==> src/rtl/svbf_pkg.sv <==
`default_nettype none
package svbf_pkg;

	localparam int LEDS_PER_SIDE_DEF = 8;

	localparam int LEVEL_W = 16;
	localparam int FS_W    = 8;
	localparam int METER_W = 13;	// (65535*255)>>11 fits in 13 bits

	localparam logic [FS_W-1:0] FS_RESET = 8'd255;
	localparam logic [7:0]      LED_HDR  = 8'hEF;
	localparam logic [2:0]      BC_FULL  = 3'd4;
	localparam logic [2:0]      BC_LAST  = 3'd1;

	typedef logic [METER_W-1:0] meter_t;

	typedef struct packed {
		meter_t meter_l;
		meter_t meter_r;
		logic [FS_W-1:0] fs;
	} entry_t;

	typedef struct packed {
		logic   vld;
		entry_t ent;
	} q_head_t;

	// x / 255 for x < 65280
	function automatic logic [7:0] div255(input logic [15:0] x);
		logic [16:0] t;
		t = {1'b0, x} + {9'b0, x[15:8]} + 17'd1;
		return t[15:8];
	endfunction

	function automatic logic [7:0] blue_coef(input logic [2:0] idx);
		return 8'd255 - {idx, 5'b0};
	endfunction

	function automatic logic [7:0] red_coef(input logic [2:0] idx);
		return {2'b0, idx, 3'b0};
	endfunction

endpackage
`default_nettype wire

==> src/rtl/svbf_front.sv <==
`default_nettype none
module svbf_front (
	input  wire logic                        clk,
	input  wire logic                        arst_n,
	input  wire logic                        cfg_we,
	input  wire logic [svbf_pkg::FS_W-1:0]   cfg_data,
	input  wire logic [svbf_pkg::LEVEL_W-1:0] left_level,
	input  wire logic [svbf_pkg::LEVEL_W-1:0] right_level,
	output svbf_pkg::entry_t                 ent
);
	import svbf_pkg::*;

	logic [FS_W-1:0] fs_q;
	logic [LEVEL_W+FS_W-1:0] prod_l, prod_r;

	always_ff @(posedge clk or negedge arst_n) begin
		if (!arst_n) begin
			fs_q <= FS_RESET;
		end else if (cfg_we) begin
			fs_q <= cfg_data;
		end
	end

	// level*8*fs >> 14 == level*fs >> 11
	assign prod_l = left_level * fs_q;
	assign prod_r = right_level * fs_q;

	assign ent.meter_l = prod_l[LEVEL_W+FS_W-1:11];
	assign ent.meter_r = prod_r[LEVEL_W+FS_W-1:11];
	assign ent.fs      = fs_q;

endmodule
`default_nettype wire

==> src/rtl/svbf_queue.sv <==
`default_nettype none
module svbf_queue (
	input  wire logic             clk,
	input  wire logic             arst_n,
	input  wire logic             push,
	input  wire svbf_pkg::entry_t wr_ent,
	input  wire logic             pop,
	output logic                  full,
	output svbf_pkg::q_head_t     head
);
	import svbf_pkg::*;

	entry_t     mem_q [2];
	logic       wr_ptr_q, rd_ptr_q;
	logic [1:0] cnt_q;

	always_ff @(posedge clk) begin
		if (push) begin
			mem_q[wr_ptr_q] <= wr_ent;
		end
	end

	always_ff @(posedge clk or negedge arst_n) begin
		if (!arst_n) begin
			wr_ptr_q <= 1'b0;
			rd_ptr_q <= 1'b0;
			cnt_q    <= 2'd0;
		end else begin
			if (push) wr_ptr_q <= ~wr_ptr_q;
			if (pop)  rd_ptr_q <= ~rd_ptr_q;
			cnt_q <= cnt_q + {1'b0, push} - {1'b0, pop};
		end
	end

	assign full     = cnt_q[1];
	assign head.vld = (cnt_q != 2'd0);
	assign head.ent = mem_q[rd_ptr_q];

endmodule
`default_nettype wire

==> src/rtl/svbf_back.sv <==
`default_nettype none
module svbf_back #(
	parameter int LEDS_PER_SIDE = svbf_pkg::LEDS_PER_SIDE_DEF
) (
	input  wire logic              clk,
	input  wire logic              arst_n,
	input  wire svbf_pkg::q_head_t head,
	output logic                   pop,
	output logic                   word_strobe,
	output logic [31:0]            frame_word,
	output logic [2:0]             byte_count,
	output logic                   last_word
);
	import svbf_pkg::*;

	localparam int NW = 2 * LEDS_PER_SIDE + 3;
	localparam int KW = $clog2(NW);
	localparam int IW = (LEDS_PER_SIDE > 1) ? $clog2(LEDS_PER_SIDE) : 1;
	localparam logic [KW-1:0] K_R_LAST = KW'(LEDS_PER_SIDE);
	localparam logic [KW-1:0] K_L_LAST = KW'(2 * LEDS_PER_SIDE);
	localparam logic [KW-1:0] K_END    = KW'(NW - 1);

	logic [KW-1:0] k_q;
	logic          is_r, is_l, is_led;
	logic [KW-1:0] idx_k;
	logic [IW-1:0] idx;
	meter_t        meter;
	logic [10:0]   base;
	meter_t        diff;
	logic [FS_W-1:0] bar;

	// stage 1: bar level
	logic          vld_s1, led_s1, last_s1;
	logic [2:0]    idx_s1;
	logic [7:0]    bar_s1;
	// stage 2: color products
	logic          vld_s2, led_s2, last_s2;
	logic [15:0]   blue_p_s2, red_p_s2;

	assign pop = head.vld && (k_q == K_END);

	always_ff @(posedge clk or negedge arst_n) begin
		if (!arst_n) begin
			k_q <= '0;
		end else if (head.vld) begin
			k_q <= pop ? '0 : k_q + KW'(1);
		end
	end

	// word 0 is the start word, right LEDs run high to low, left LEDs low to high
	always_comb begin
		is_r   = (k_q != '0) && (k_q <= K_R_LAST);
		is_l   = (k_q > K_R_LAST) && (k_q <= K_L_LAST);
		is_led = is_r || is_l;
		idx_k  = is_r ? (K_R_LAST - k_q) : (k_q - K_R_LAST - KW'(1));
		idx    = idx_k[IW-1:0];
		meter  = is_r ? head.ent.meter_r : head.ent.meter_l;
		base   = 11'(idx) * 11'(head.ent.fs);
		diff   = (meter > METER_W'(base)) ? (meter - METER_W'(base)) : '0;
		bar    = (diff > METER_W'(head.ent.fs)) ? head.ent.fs : diff[FS_W-1:0];
	end

	always_ff @(posedge clk or negedge arst_n) begin
		if (!arst_n) begin
			vld_s1      <= 1'b0;
			vld_s2      <= 1'b0;
			word_strobe <= 1'b0;
		end else begin
			vld_s1      <= head.vld;
			vld_s2      <= vld_s1;
			word_strobe <= vld_s2;
		end
	end

	always_ff @(posedge clk) begin
		led_s1  <= is_led;
		last_s1 <= pop;
		idx_s1  <= 3'(idx);
		bar_s1  <= bar;

		led_s2    <= led_s1;
		last_s2   <= last_s1;
		blue_p_s2 <= blue_coef(idx_s1) * bar_s1;
		red_p_s2  <= red_coef(idx_s1) * bar_s1;

		frame_word <= led_s2 ? {LED_HDR, div255(blue_p_s2), 8'h00, div255(red_p_s2)} : 32'd0;
		byte_count <= last_s2 ? BC_LAST : BC_FULL;
		last_word  <= last_s2;
	end

endmodule
`default_nettype wire

==> src/rtl/stereo_vu_bar_led_framer.sv <==
`default_nettype none
// Stereo VU bar frame builder. A level pair is taken when start is high and busy is low;
// each pair becomes one LED frame of 2*LEDS_PER_SIDE+3 words (19 by default), given out
// one word per cycle on word_strobe, the first word reaching the ports through the queue
// and the vld_s1, vld_s2 and word_strobe registers. The word sequencer in the back end sets
// the pace: frames follow each other without gaps while a pair waits. A two-entry
// queue between the input side and the sequencer holds pairs that wait, and busy is high
// while it is full. The receiver cannot stall: every word is valid for exactly one cycle.
// Write the brightness register (cfg_we, cfg_data) only while no frame is pending.
module stereo_vu_bar_led_framer #(
	parameter int LEDS_PER_SIDE = svbf_pkg::LEDS_PER_SIDE_DEF
) (
	input  wire logic        clk,
	input  wire logic        arst_n,
	input  wire logic        cfg_we,
	input  wire logic [7:0]  cfg_data,
	input  wire logic        start,
	output logic             busy,
	input  wire logic [15:0] left_level,
	input  wire logic [15:0] right_level,
	output logic             word_strobe,
	output logic [31:0]      frame_word,
	output logic [2:0]       byte_count,
	output logic             last_word
);
	import svbf_pkg::*;

	entry_t  ent;
	q_head_t head;
	logic    pop;
	logic    full;

	svbf_front u_front (
		.clk         (clk),
		.arst_n      (arst_n),
		.cfg_we      (cfg_we),
		.cfg_data    (cfg_data),
		.left_level  (left_level),
		.right_level (right_level),
		.ent         (ent)
	);

	svbf_queue u_queue (
		.clk    (clk),
		.arst_n (arst_n),
		.push   (start && !full),
		.wr_ent (ent),
		.pop    (pop),
		.full   (full),
		.head   (head)
	);

	svbf_back #(
		.LEDS_PER_SIDE (LEDS_PER_SIDE)
	) u_back (
		.clk         (clk),
		.arst_n      (arst_n),
		.head        (head),
		.pop         (pop),
		.word_strobe (word_strobe),
		.frame_word  (frame_word),
		.byte_count  (byte_count),
		.last_word   (last_word)
	);

	assign busy = full;

endmodule
`default_nettype wire
==> config.mk <==
export PLATFORM = sky130hd
export DESIGN_NAME = stereo_vu_bar_led_framer
export DESIGN_NICKNAME = d
export VERILOG_FILES = /design/src/rtl/svbf_pkg.sv /design/src/rtl/svbf_front.sv /design/src/rtl/svbf_queue.sv /design/src/rtl/svbf_back.sv /design/src/rtl/stereo_vu_bar_led_framer.sv
export SDC_FILE = /design/constraint.sdc
export NUM_CORES = 1
export LEC_CHECK = 0
export ABC_AREA = 1
export BUFFER_PORTS_ARGS = -buffer_cell sky130_fd_sc_hd__buf_2
export CORE_ASPECT_RATIO = 0.9
export CORE_UTILIZATION = 50
export DETAILED_ROUTE_END_ITERATION = 6
export PLACE_DENSITY = 0.7
export SYNTH_ARGS = -nofsm -noshare
export SYNTH_HDL_FRONTEND = slang
export SYNTH_HIERARCHICAL = 1
export SYNTH_SLANG_ARGS = --single-unit
==> constraint.sdc <==
create_clock -name clk -period 5.9 [get_ports clk]
set_clock_uncertainty 0.05 [all_clocks]
set_input_delay 1.18 -clock clk [delete_from_list [all_inputs] [get_ports clk]]
set_output_delay 1.18 -clock clk [all_outputs]
set_load 0.005 [all_outputs]
==> flow_summary.toml, run 1 <==
[outcome]
status = "finished, violations left"
violations = "setup timing"

[timing]
min_period_ns = 5.93
maxSlewHeadroom_pct = 38.9
worst_slack_ns = -0.0258
hold_viol_final = 0
slew_violations = 0
setup_viol = 7
max_freq_mhz = 169
tightest_slew_ns = 0.916
rsz0062_at_grt = "yes"
fin_crit_sh_pct = 100

[final_layout]
area_growth_pct = 9.31
n_fill_cell = 3209
drive_gt1_share_pct = 10.4
num_antenna_cells = 0
multiInputGateArea_sq_um = 11800
nets = 2830
regArea_sq_um = 3750

[route]
drtPass1Iterations = 6
ant_nets = 0
routed_wl_mm = 41.3
dr_total_vias = 14400
drc = 0
routed_via_density = 4.99
detail_route.iter0.violations = 857
drt-wirelength-per-cell_microns = 14.3

[yosys]
async_flop_share_pct = 13.5
ys_seq_area_share_pct = 20.7
synth_top_area_share_pct = 23.5
yosysWarningCount = 6
synth_area_sq_um = 18100
synth_cells = 2345
ys.flop_type = "edfxtp_1"
synth_top_area_cell = "fa_1"
postSynthAreaPerCell_sq_um = 7.72
synth_edf_count = 68
synth_cell_types = 54
synth_area_leaders = "fa_1, inv_1, nand2_1, ha_1, edfxtp_1"
synth-seq-cells = 148

[clock_tree]
cts_buffers = 17
clk_path_buf_depth = 2
cts_root_buf = "clkbuf_16"
clkTransAtPathRegs_ns = 0.06
worstSkewPairLatency_ns = 0.43
tritoncts = "done"
htreeDepth = 4
hold_buffers = 0
clock_sinks = 148

[floorplanning]
die_y_microns = 183
die_area_sq_um = 37000
initial_core_util_pct = 51.2
coreArea_sq_um = 35400
fp-row-count = 65
fp.dieW_microns = 203
ios = 82

[critical_path]
reg2reg_depth = 37
critical_path_arrival_ns = 6.20
critical_path_class = "reg2reg"
end_kind = "flip-flop"
critical_path.max_stage_delay_ns = 0.47
critPathRequiredTime_ns = 6.17
path_max_fanout = 8
startpoint_type = "flip-flop"
crit_path_frequent_cell = "nand2_1"
slowest_stage = "fa_1"

[global_routing]
grt_pass1_vias = 14500
grt_pass1_wl_mm = 69.6
overflow = 0
grt_busiest_layer = "met2"
use_met1_pct = 30.7
antenna_found_initial = 0
grt_max_degree = 36
grt_util_met2_pct = 40.2
use_met3_pct = 3.00
grt_usage_pct = 23.2

[placement]
io_buffer_count = 70
gp_congestion = 0.918
hpwl_mm = 32.8
pre_cts_slack_ns = -0.210

[flow_run]
cap_viol_max_count = 0

[hold_path]
whs_path_depth = 0
hp-class = "reg2reg"
## worst max-delay path, delay by kind of cell (launching register included)
family | cells | cell delay [ns]
fa+ha+maj | 5 | 1.59
compound gates | 12 | 1.51
simple gates | 15 | 1.51
buf+inv | 3 | 0.44
flops | 1 | 0.39
xor+xnor | 2 | 0.33
## area by class of cell
class                      instances  share of cell area, %
clock buffer                      19                   2.19
multi-input combinational       1488                   59.4
tap                              469                   2.96
sequential                       148                   19.0
timing repair buffer             119                   3.72
clock inverter                    13                  0.878
inverter                         628                   11.9
## path summary, 6_finish.rpt
path                                                 from                           end  slack, ns
worst min register to register     u_back/last_s1$_DFF_P_        u_back/last_s2$_DFF_P_       0.28
worst max register to register  u_back/k_q[1]$_DFFE_PN0P_      u_back/bar_s1[2]$_DFF_P_      -0.03
max in group asynchronous                          arst_n  u_queue/rd_ptr_q$_DFFE_PN0P_       4.77
min in group asynchronous                          arst_n     u_back/k_q[4]$_DFFE_PN0P_       0.66
worst min-delay path               u_back/last_s1$_DFF_P_        u_back/last_s2$_DFF_P_       0.28
worst max-delay path            u_back/k_q[1]$_DFFE_PN0P_      u_back/bar_s1[2]$_DFF_P_      -0.03
## sequential cells by signal, summed over array words and instances, names as in the netlist, 2 cells and up
name and count:
u_queue/mem_q 68, u_back/blue_p_s2 16, u_back/frame_word 16, u_back/red_p_s2 11, u_back/bar_s1 8, u_front/fs_q 8
u_back/k_q 5, u_back/idx_s1 3, u_back/byte_count 2, u_queue/cnt_q 2
## placed cells by master (no fill, tap or decap), types with 12 or more instances in the layout
cell	n
a21o_1	12
a21oi_1	80
buf_2	71
buf_4	45
clkbuf_16	17
dfxtp_1	60
edfxtp_1	68
fa_1	212
ha_1	166
inv_1	615
inv_2	12
nand2_1	586
nand2_2	19
nand3_1	60
nand4_1	16
nor2_1	99
nor3_1	16
o21ai_0	53
xnor2_1	13
xor2_1	39
## kinds of logic (layout without fill, tap and decap cells)
kind of cell / count (synthesis) / in the layout / share of synthesized area (%)
flops: 148 / 148 / 20.7
buf+inv: 719 / 779 / 15.6
other cells: 1 / 11 / 0.0207
compound gates: 204 / 204 / 6.47
mux: 9 / 9 / 0.553
xor+xnor: 52 / 52 / 2.51
simple gates: 828 / 828 / 18.8
fa+ha+maj: 384 / 384 / 35.4
## through the flow
stage,utilization (%),cell area [sq um],hold WS (ns),setup TNS (ns),std cells
CTS,55.3,19600,0.280,0,2878
global route,56.0,19800,0.291,-2.16,2884
floorplan,-,18100,0.260,0,2355
detailed placement,53.2,18800,0.265,-1.55,2828
finish,56.0,19800,0.278,-0.110,2884
global placement,53.2,18800,0.264,-0.00922,2828
## Yosys cell counts, types with 4 or more instances
| library cell | number |
|---|---|
| dfrtp_1 | 12 |
| mux2_2 | 8 |
| xnor2_1 | 13 |
| a21oi_1 | 91 |
| ha_1 | 171 |
| nor3_1 | 17 |
| inv_1 | 623 |
| o21ai_0 | 56 |
| o21ai_1 | 5 |
| dfxtp_1 | 60 |
| a21o_1 | 12 |
| clkbuf_1 | 61 |
| o21a_1 | 5 |
| nand3_1 | 62 |
| nand4_1 | 16 |
| o21bai_1 | 10 |
| xor2_1 | 39 |
| inv_2 | 4 |
| nor2_1 | 104 |
| o21ai_2 | 10 |
| edfxtp_1 | 68 |
| nand2_1 | 594 |
| dfstp_2 | 8 |
| buf_4 | 19 |
| fa_1 | 213 |
| nand2_2 | 12 |
## metal layers
layer  up-vias  share of wire (%)
met4         0                1.5
met1      6863                 44
met5         -                  0
met3        49                5.2
met2       414                 49
li1       7072                  -
## timing repair
action                     CTS  global route
pin swaps                    7            21
gates resized for setup      6            51
setup endpoints to repair    8             8
cloned                       1             0
setup buffers               17             7
Power of run 1 is left out: the tool's default activity adds up to more than one toggle a clock period on the data nets, which glitch-free logic cannot reach.
==> run 2, diff against run 1 <==
--- a/config.mk
+++ b/config.mk
@@ -7,7 +7,7 @@
 export LEC_CHECK = 0
 export ABC_AREA = 1
 export BUFFER_PORTS_ARGS = -buffer_cell sky130_fd_sc_hd__buf_2
-export CORE_ASPECT_RATIO = 0.9
+export CORE_ASPECT_RATIO = 1.4
 export CORE_UTILIZATION = 50
 export DETAILED_ROUTE_END_ITERATION = 6
 export PLACE_DENSITY = 0.7
==> run 2 against run 1 <==
  * The run now ends clean
  * Sequential share of layout area grew 0.058 points
  * Wire length down 3.7%
  * First-iteration DRC count down 15%
  * Critical endpoint is now u_back/bar_s1[6]$_DFF_P_
  * Highest routed layer unchanged
  * Register-to-register slack improved by 0.18 ns
  * Worst setup slack improved by 0.18 ns
  * Sequential cell count unchanged
==> flow_summary.toml, run 2 (same netlist as run 1, synthesis figures left out) <==
[route]
drtPass1Iterations = 5
routed_via_density = 5.01
dr_total_vias = 14400
ant_nets = 0
drt-wirelength-per-cell_microns = 13.9
routed_wl_mm = 39.8
drc = 0
detail_route.iter0.violations = 732

[critical_path]
critical_path_class = "reg2reg"
path_buf_inv = 9
path_max_fanout = 8
crit_cells = 39
crit_path_frequent_cell = "nand2_1"
reg2reg_depth = 39
slowest_stage = "fa_1"
critical_path_arrival_ns = 6.09
end_kind = "flip-flop"
critPathRequiredTime_ns = 6.24
crit_family = "simple AND/OR/NAND/NOR gates"
startpoint_type = "flip-flop"
critical_path.max_stage_delay_ns = 0.55

[placement]
pre_cts_slack_ns = -0.166
gp_congestion = 0.930
io_buffer_count = 70
hpwl_mm = 32.1

[timing]
maxSlewHeadroom_pct = 46.0
fin_crit_sh_pct = 97.4
setup_viol = 0
slew_violations = 0
max_freq_mhz = 174
hold_viol_final = 0
rsz0062_at_grt = "yes"
worst_slack_ns = 0.152
min_period_ns = 5.75
tightest_slew_ns = 0.810

[global_routing]
grt_usage_pct = 22.7
grt_pass1_wl_mm = 67.3
overflow = 0
antenna_found_initial = 0
grt_pass1_vias = 14900
grt_max_degree = 36

[hold_path]
whs_path_depth = 0
hp-class = "reg2reg"

[final_layout]
area_growth_pct = 8.98
n_fill_cell = 3380
multiInputGateArea_sq_um = 11800
regArea_sq_um = 3750
final_cell_mix = "inv_1, nand2_1, fa_1"
nets = 2824
final_common_cell = "inv_1"
top_regs = "u_queue/mem_q: 68 flops, u_back/blue_p_s2: 16 flops, u_back/frame_word: 16 flops"
largest_register_ffs = 68
final_util_pct = 55.3
drive_gt1_share_pct = 10.1
num_antenna_cells = 0
max_flop_register = "u_queue/mem_q"

[clock_tree]
clock_sinks = 148
worstSkewPairLatency_ns = 0.44
hold_buffers = 0
htreeDepth = 4
clkTransAtPathRegs_ns = 0.07
cts_buffers = 17
tritoncts = "done"
cts_root_buf = "clkbuf_16"
clk_path_buf_depth = 2

[flow_run]
cap_viol_max_count = 0

[outcome]
status = "complete, no violations"

[floorplanning]
fp-row-count = 82
fp.dieW_microns = 163
die_area_sq_um = 37000
initial_core_util_pct = 50.7
ios = 82
coreArea_sq_um = 35700
die_y_microns = 227
==> run 2: changes by cell type in the layout (fill, tap and decap cells not counted), sizes merged <==
| cell | previous run | this run |
|---|---|---|
| clkinvlp | 1 | 0 |
| inv | 631 | 634 |
| bufinv | 3 | 2 |
| clkbuf | 19 | 18 |
| buf | 119 | 113 |
==> run 2: cell type report <==
class / count / share of cell area, %
multi-input combinational: 1488 / 59.5
sequential: 148 / 19.0
inverter: 628 / 11.9
timing repair buffer: 113 / 3.49
tap: 462 / 2.93
clock buffer: 18 / 2.23
clock inverter: 14 / 0.837
==> run 2: metal layers <==
layer | global-route usage, % | part of all wire, % | vias to the layer above
met5 | 0 | 0 | -
met4 | 7.15 | 2.4 | 0
met3 | 3.22 | 3.2 | 67
met2 | 44.2 | 54 | 316
met1 | 25.1 | 40 | 6926
li1 | - | - | 7065
==> run 2: what timing repair did <==
| action | 4_1_cts | 5_1_grt |
|---|---|---|
| buffers inserted | 6 | 6 |
| pin swaps | 9 | 20 |
| resized for setup | 10 | 41 |
| endpoints found under the setup margin | 8 | 8 |
==> run 2: per-stage QoR <==
stage / instances / area (sq um) / setup TNS, ns / hold slack, ns
after floorplan: 2355 / 18100 / 0 / 0.260
after global placement: 2828 / 18900 / -0.138 / 0.264
after detailed placement: 2828 / 18900 / -1.21 / 0.269
after CTS: 2866 / 19500 / 0 / 0.284
after global routing: 2871 / 19700 / -1.57 / 0.287
final: 2871 / 19700 / 0 / 0.278
==> run 2: final timing paths <==
kind,startpoint,endpoint,slack (ns)
worst min register to register,u_back/last_s1$_DFF_P_,u_back/last_s2$_DFF_P_,0.28
max in group asynchronous,arst_n,u_queue/rd_ptr_q$_DFFE_PN0P_,4.74
worst max register to register,u_back/k_q[1]$_DFFE_PN0P_,u_back/bar_s1[6]$_DFF_P_,0.15
worst min-delay path,u_back/last_s1$_DFF_P_,u_back/last_s2$_DFF_P_,0.28
worst max-delay path,u_back/k_q[1]$_DFFE_PN0P_,u_back/bar_s1[6]$_DFF_P_,0.15
min in group asynchronous,arst_n,u_back/word_strobe$_DFF_PN0_,0.66
Power of run 2 is left out for the same reason.
==> run 3, diff against run 2 <==
--- a/config.mk
+++ b/config.mk
@@ -8,9 +8,10 @@
 export ABC_AREA = 1
 export BUFFER_PORTS_ARGS = -buffer_cell sky130_fd_sc_hd__buf_2
 export CORE_ASPECT_RATIO = 1.4
-export CORE_UTILIZATION = 50
+export CORE_UTILIZATION = 58
 export DETAILED_ROUTE_END_ITERATION = 6
-export PLACE_DENSITY = 0.7
+export PLACE_DENSITY = 0.79
+export SLEW_MARGIN = 30
 export SYNTH_ARGS = -nofsm -noshare
 export SYNTH_HDL_FRONTEND = slang
 export SYNTH_HIERARCHICAL = 1
==> run 3 against run 2 <==
  * Sequential cell count unchanged
  * Wire length increased by 1.9%
  * Fmax increased by 1.3%
  * Largest cell class unchanged
==> flow_summary.toml, run 3 (same netlist as run 1, synthesis figures left out) <==
[global_routing]
antenna_found_initial = 0
grt_usage_pct = 26.9
grt_pass1_vias = 14900
overflow = 0
grt_pass1_wl_mm = 67.6
grt_max_degree = 36

[placement]
hpwl_mm = 32.3
gp_congestion = 0.929
io_buffer_count = 70
pre_cts_slack_ns = -0.318

[timing]
maxSlewHeadroom_pct = 46.9
fin_crit_sh_pct = 96.2
worst_slack_ns = 0.223
hold_viol_final = 0
slew_violations = 0
max_freq_mhz = 176
min_period_ns = 5.68
tightest_slew_ns = 0.797
setup_viol = 0

[critical_path]
critical_path_arrival_ns = 6.01
critical_path.max_stage_delay_ns = 0.59
slowest_stage = "fa_1"
r2r_setup_slack_ns = 0.22
critPathRequiredTime_ns = 6.23
critical_path_class = "reg2reg"
path_max_fanout = 8
reg2reg_depth = 39
end_kind = "flip-flop"
startpoint_type = "flip-flop"
crit_path_frequent_cell = "buf_4"

[floorplanning]
coreArea_sq_um = 30700
fp-row-count = 76
fp.dieW_microns = 151
die_y_microns = 211
ios = 82
die_area_sq_um = 31900
initial_core_util_pct = 59.0

[route]
drc = 0
ant_nets = 0
routed_via_density = 5.17
drtPass1Iterations = 7
routed_wl_mm = 40.6
drt-wirelength-per-cell_microns = 14.4
dr_total_vias = 14600
detail_route.iter0.violations = 792

[final_layout]
final_cell_mix = "inv_1, nand2_1, fa_1"
drive_gt1_share_pct = 11.3
area_growth_pct = 9.73
largest_register_ffs = 68
nets = 2843
num_antenna_cells = 0
max_flop_register = "u_queue/mem_q"
final_common_cell = "inv_1"
top_regs = "u_queue/mem_q: 68 flops, u_back/blue_p_s2: 16 flops, u_back/frame_word: 16 flops"

[clock_tree]
cts_root_buf = "clkbuf_16"
clk_path_buf_depth = 2
worstSkewPairLatency_ns = 0.43
clock_sinks = 148
cts_buffers = 17
htreeDepth = 4
tritoncts = "done"
clkTransAtPathRegs_ns = 0.06

[outcome]
status = "complete, no violations"

[flow_run]
cap_viol_max_count = 0

[hold_path]
whs_path_depth = 0
hp-class = "reg2reg"
[run 3: layer usage]
metal  routed length, microns  vias to the layer above  track usage, %
met5                        0                        -               0
met4                     1680                        0            12.9
met3                     1570                       96            3.15
met2                    21700                      414            49.8
met1                    15700                     6954            29.9
li1                         -                     7110               -
[run 3: worst max-delay path, delay by kind of cell, from the launching register on]
kind | cells | cell delay, ns
AOI/OAI and AO/OA | 7 | 0.91
buffers and inverters | 12 | 1.53
xor gates and xnor gates | 1 | 0.26
and+or+nand+nor | 15 | 1.29
DFF | 1 | 0.39
adders and majority gates | 4 | 1.21
[run 3: worst paths after layout]
| check | end | startpoint |
|---|---|---|
| setup / recovery | u_back/bar_s1[7]$_DFF_P_ | u_back/k_q[1]$_DFFE_PN0P_ |
| hold / removal | u_back/last_s2$_DFF_P_ | u_back/last_s1$_DFF_P_ |
| setup reg to reg | u_back/bar_s1[7]$_DFF_P_ | u_back/k_q[1]$_DFFE_PN0P_ |
| hold reg to reg | u_back/last_s2$_DFF_P_ | u_back/last_s1$_DFF_P_ |
| max in group asynchronous | u_back/k_q[3]$_DFFE_PN0P_ | arst_n |
| min in group asynchronous | u_back/word_strobe$_DFF_PN0_ | arst_n |
[run 3: per-stage QoR]
stage	TNS [ns]	cells	area, sq um	hold WS (ns)	utilization (%)
3_5_place_dp	-2.43	2752	18700	0.264	61.0
6_report	0	2818	19900	0.277	64.7
5_1_grt	-0.926	2818	19900	0.299	64.7
4_1_cts	0	2806	19600	0.279	63.7
2_1_floorplan	0	2355	18100	0.260	-
3_3_place_gp	-1.03	2752	18700	0.263	61.0
[run 3: what timing repair did]
item                       4_1_cts  5_1_grt
gates cloned                     1        1
resized for setup               14       50
setup buffers                   21       12
setup endpoints to repair        8        8
pin swaps                       10       32
hold buffers                     0        0
[run 3: final cells by class]
| type | count | area (sq um) |
|---|---|---|
| tap | 390 | 488 |
| inverter | 628 | 2360 |
| timing repair buffer | 130 | 805 |
| sequential | 148 | 3760 |
| clock buffer | 23 | 520 |
| multi-input combinational | 1490 | 11800 |
| clock inverter | 9 | 100 |
| fill | 2581 | 10800 |
Power of run 3 is left out for the same reason.
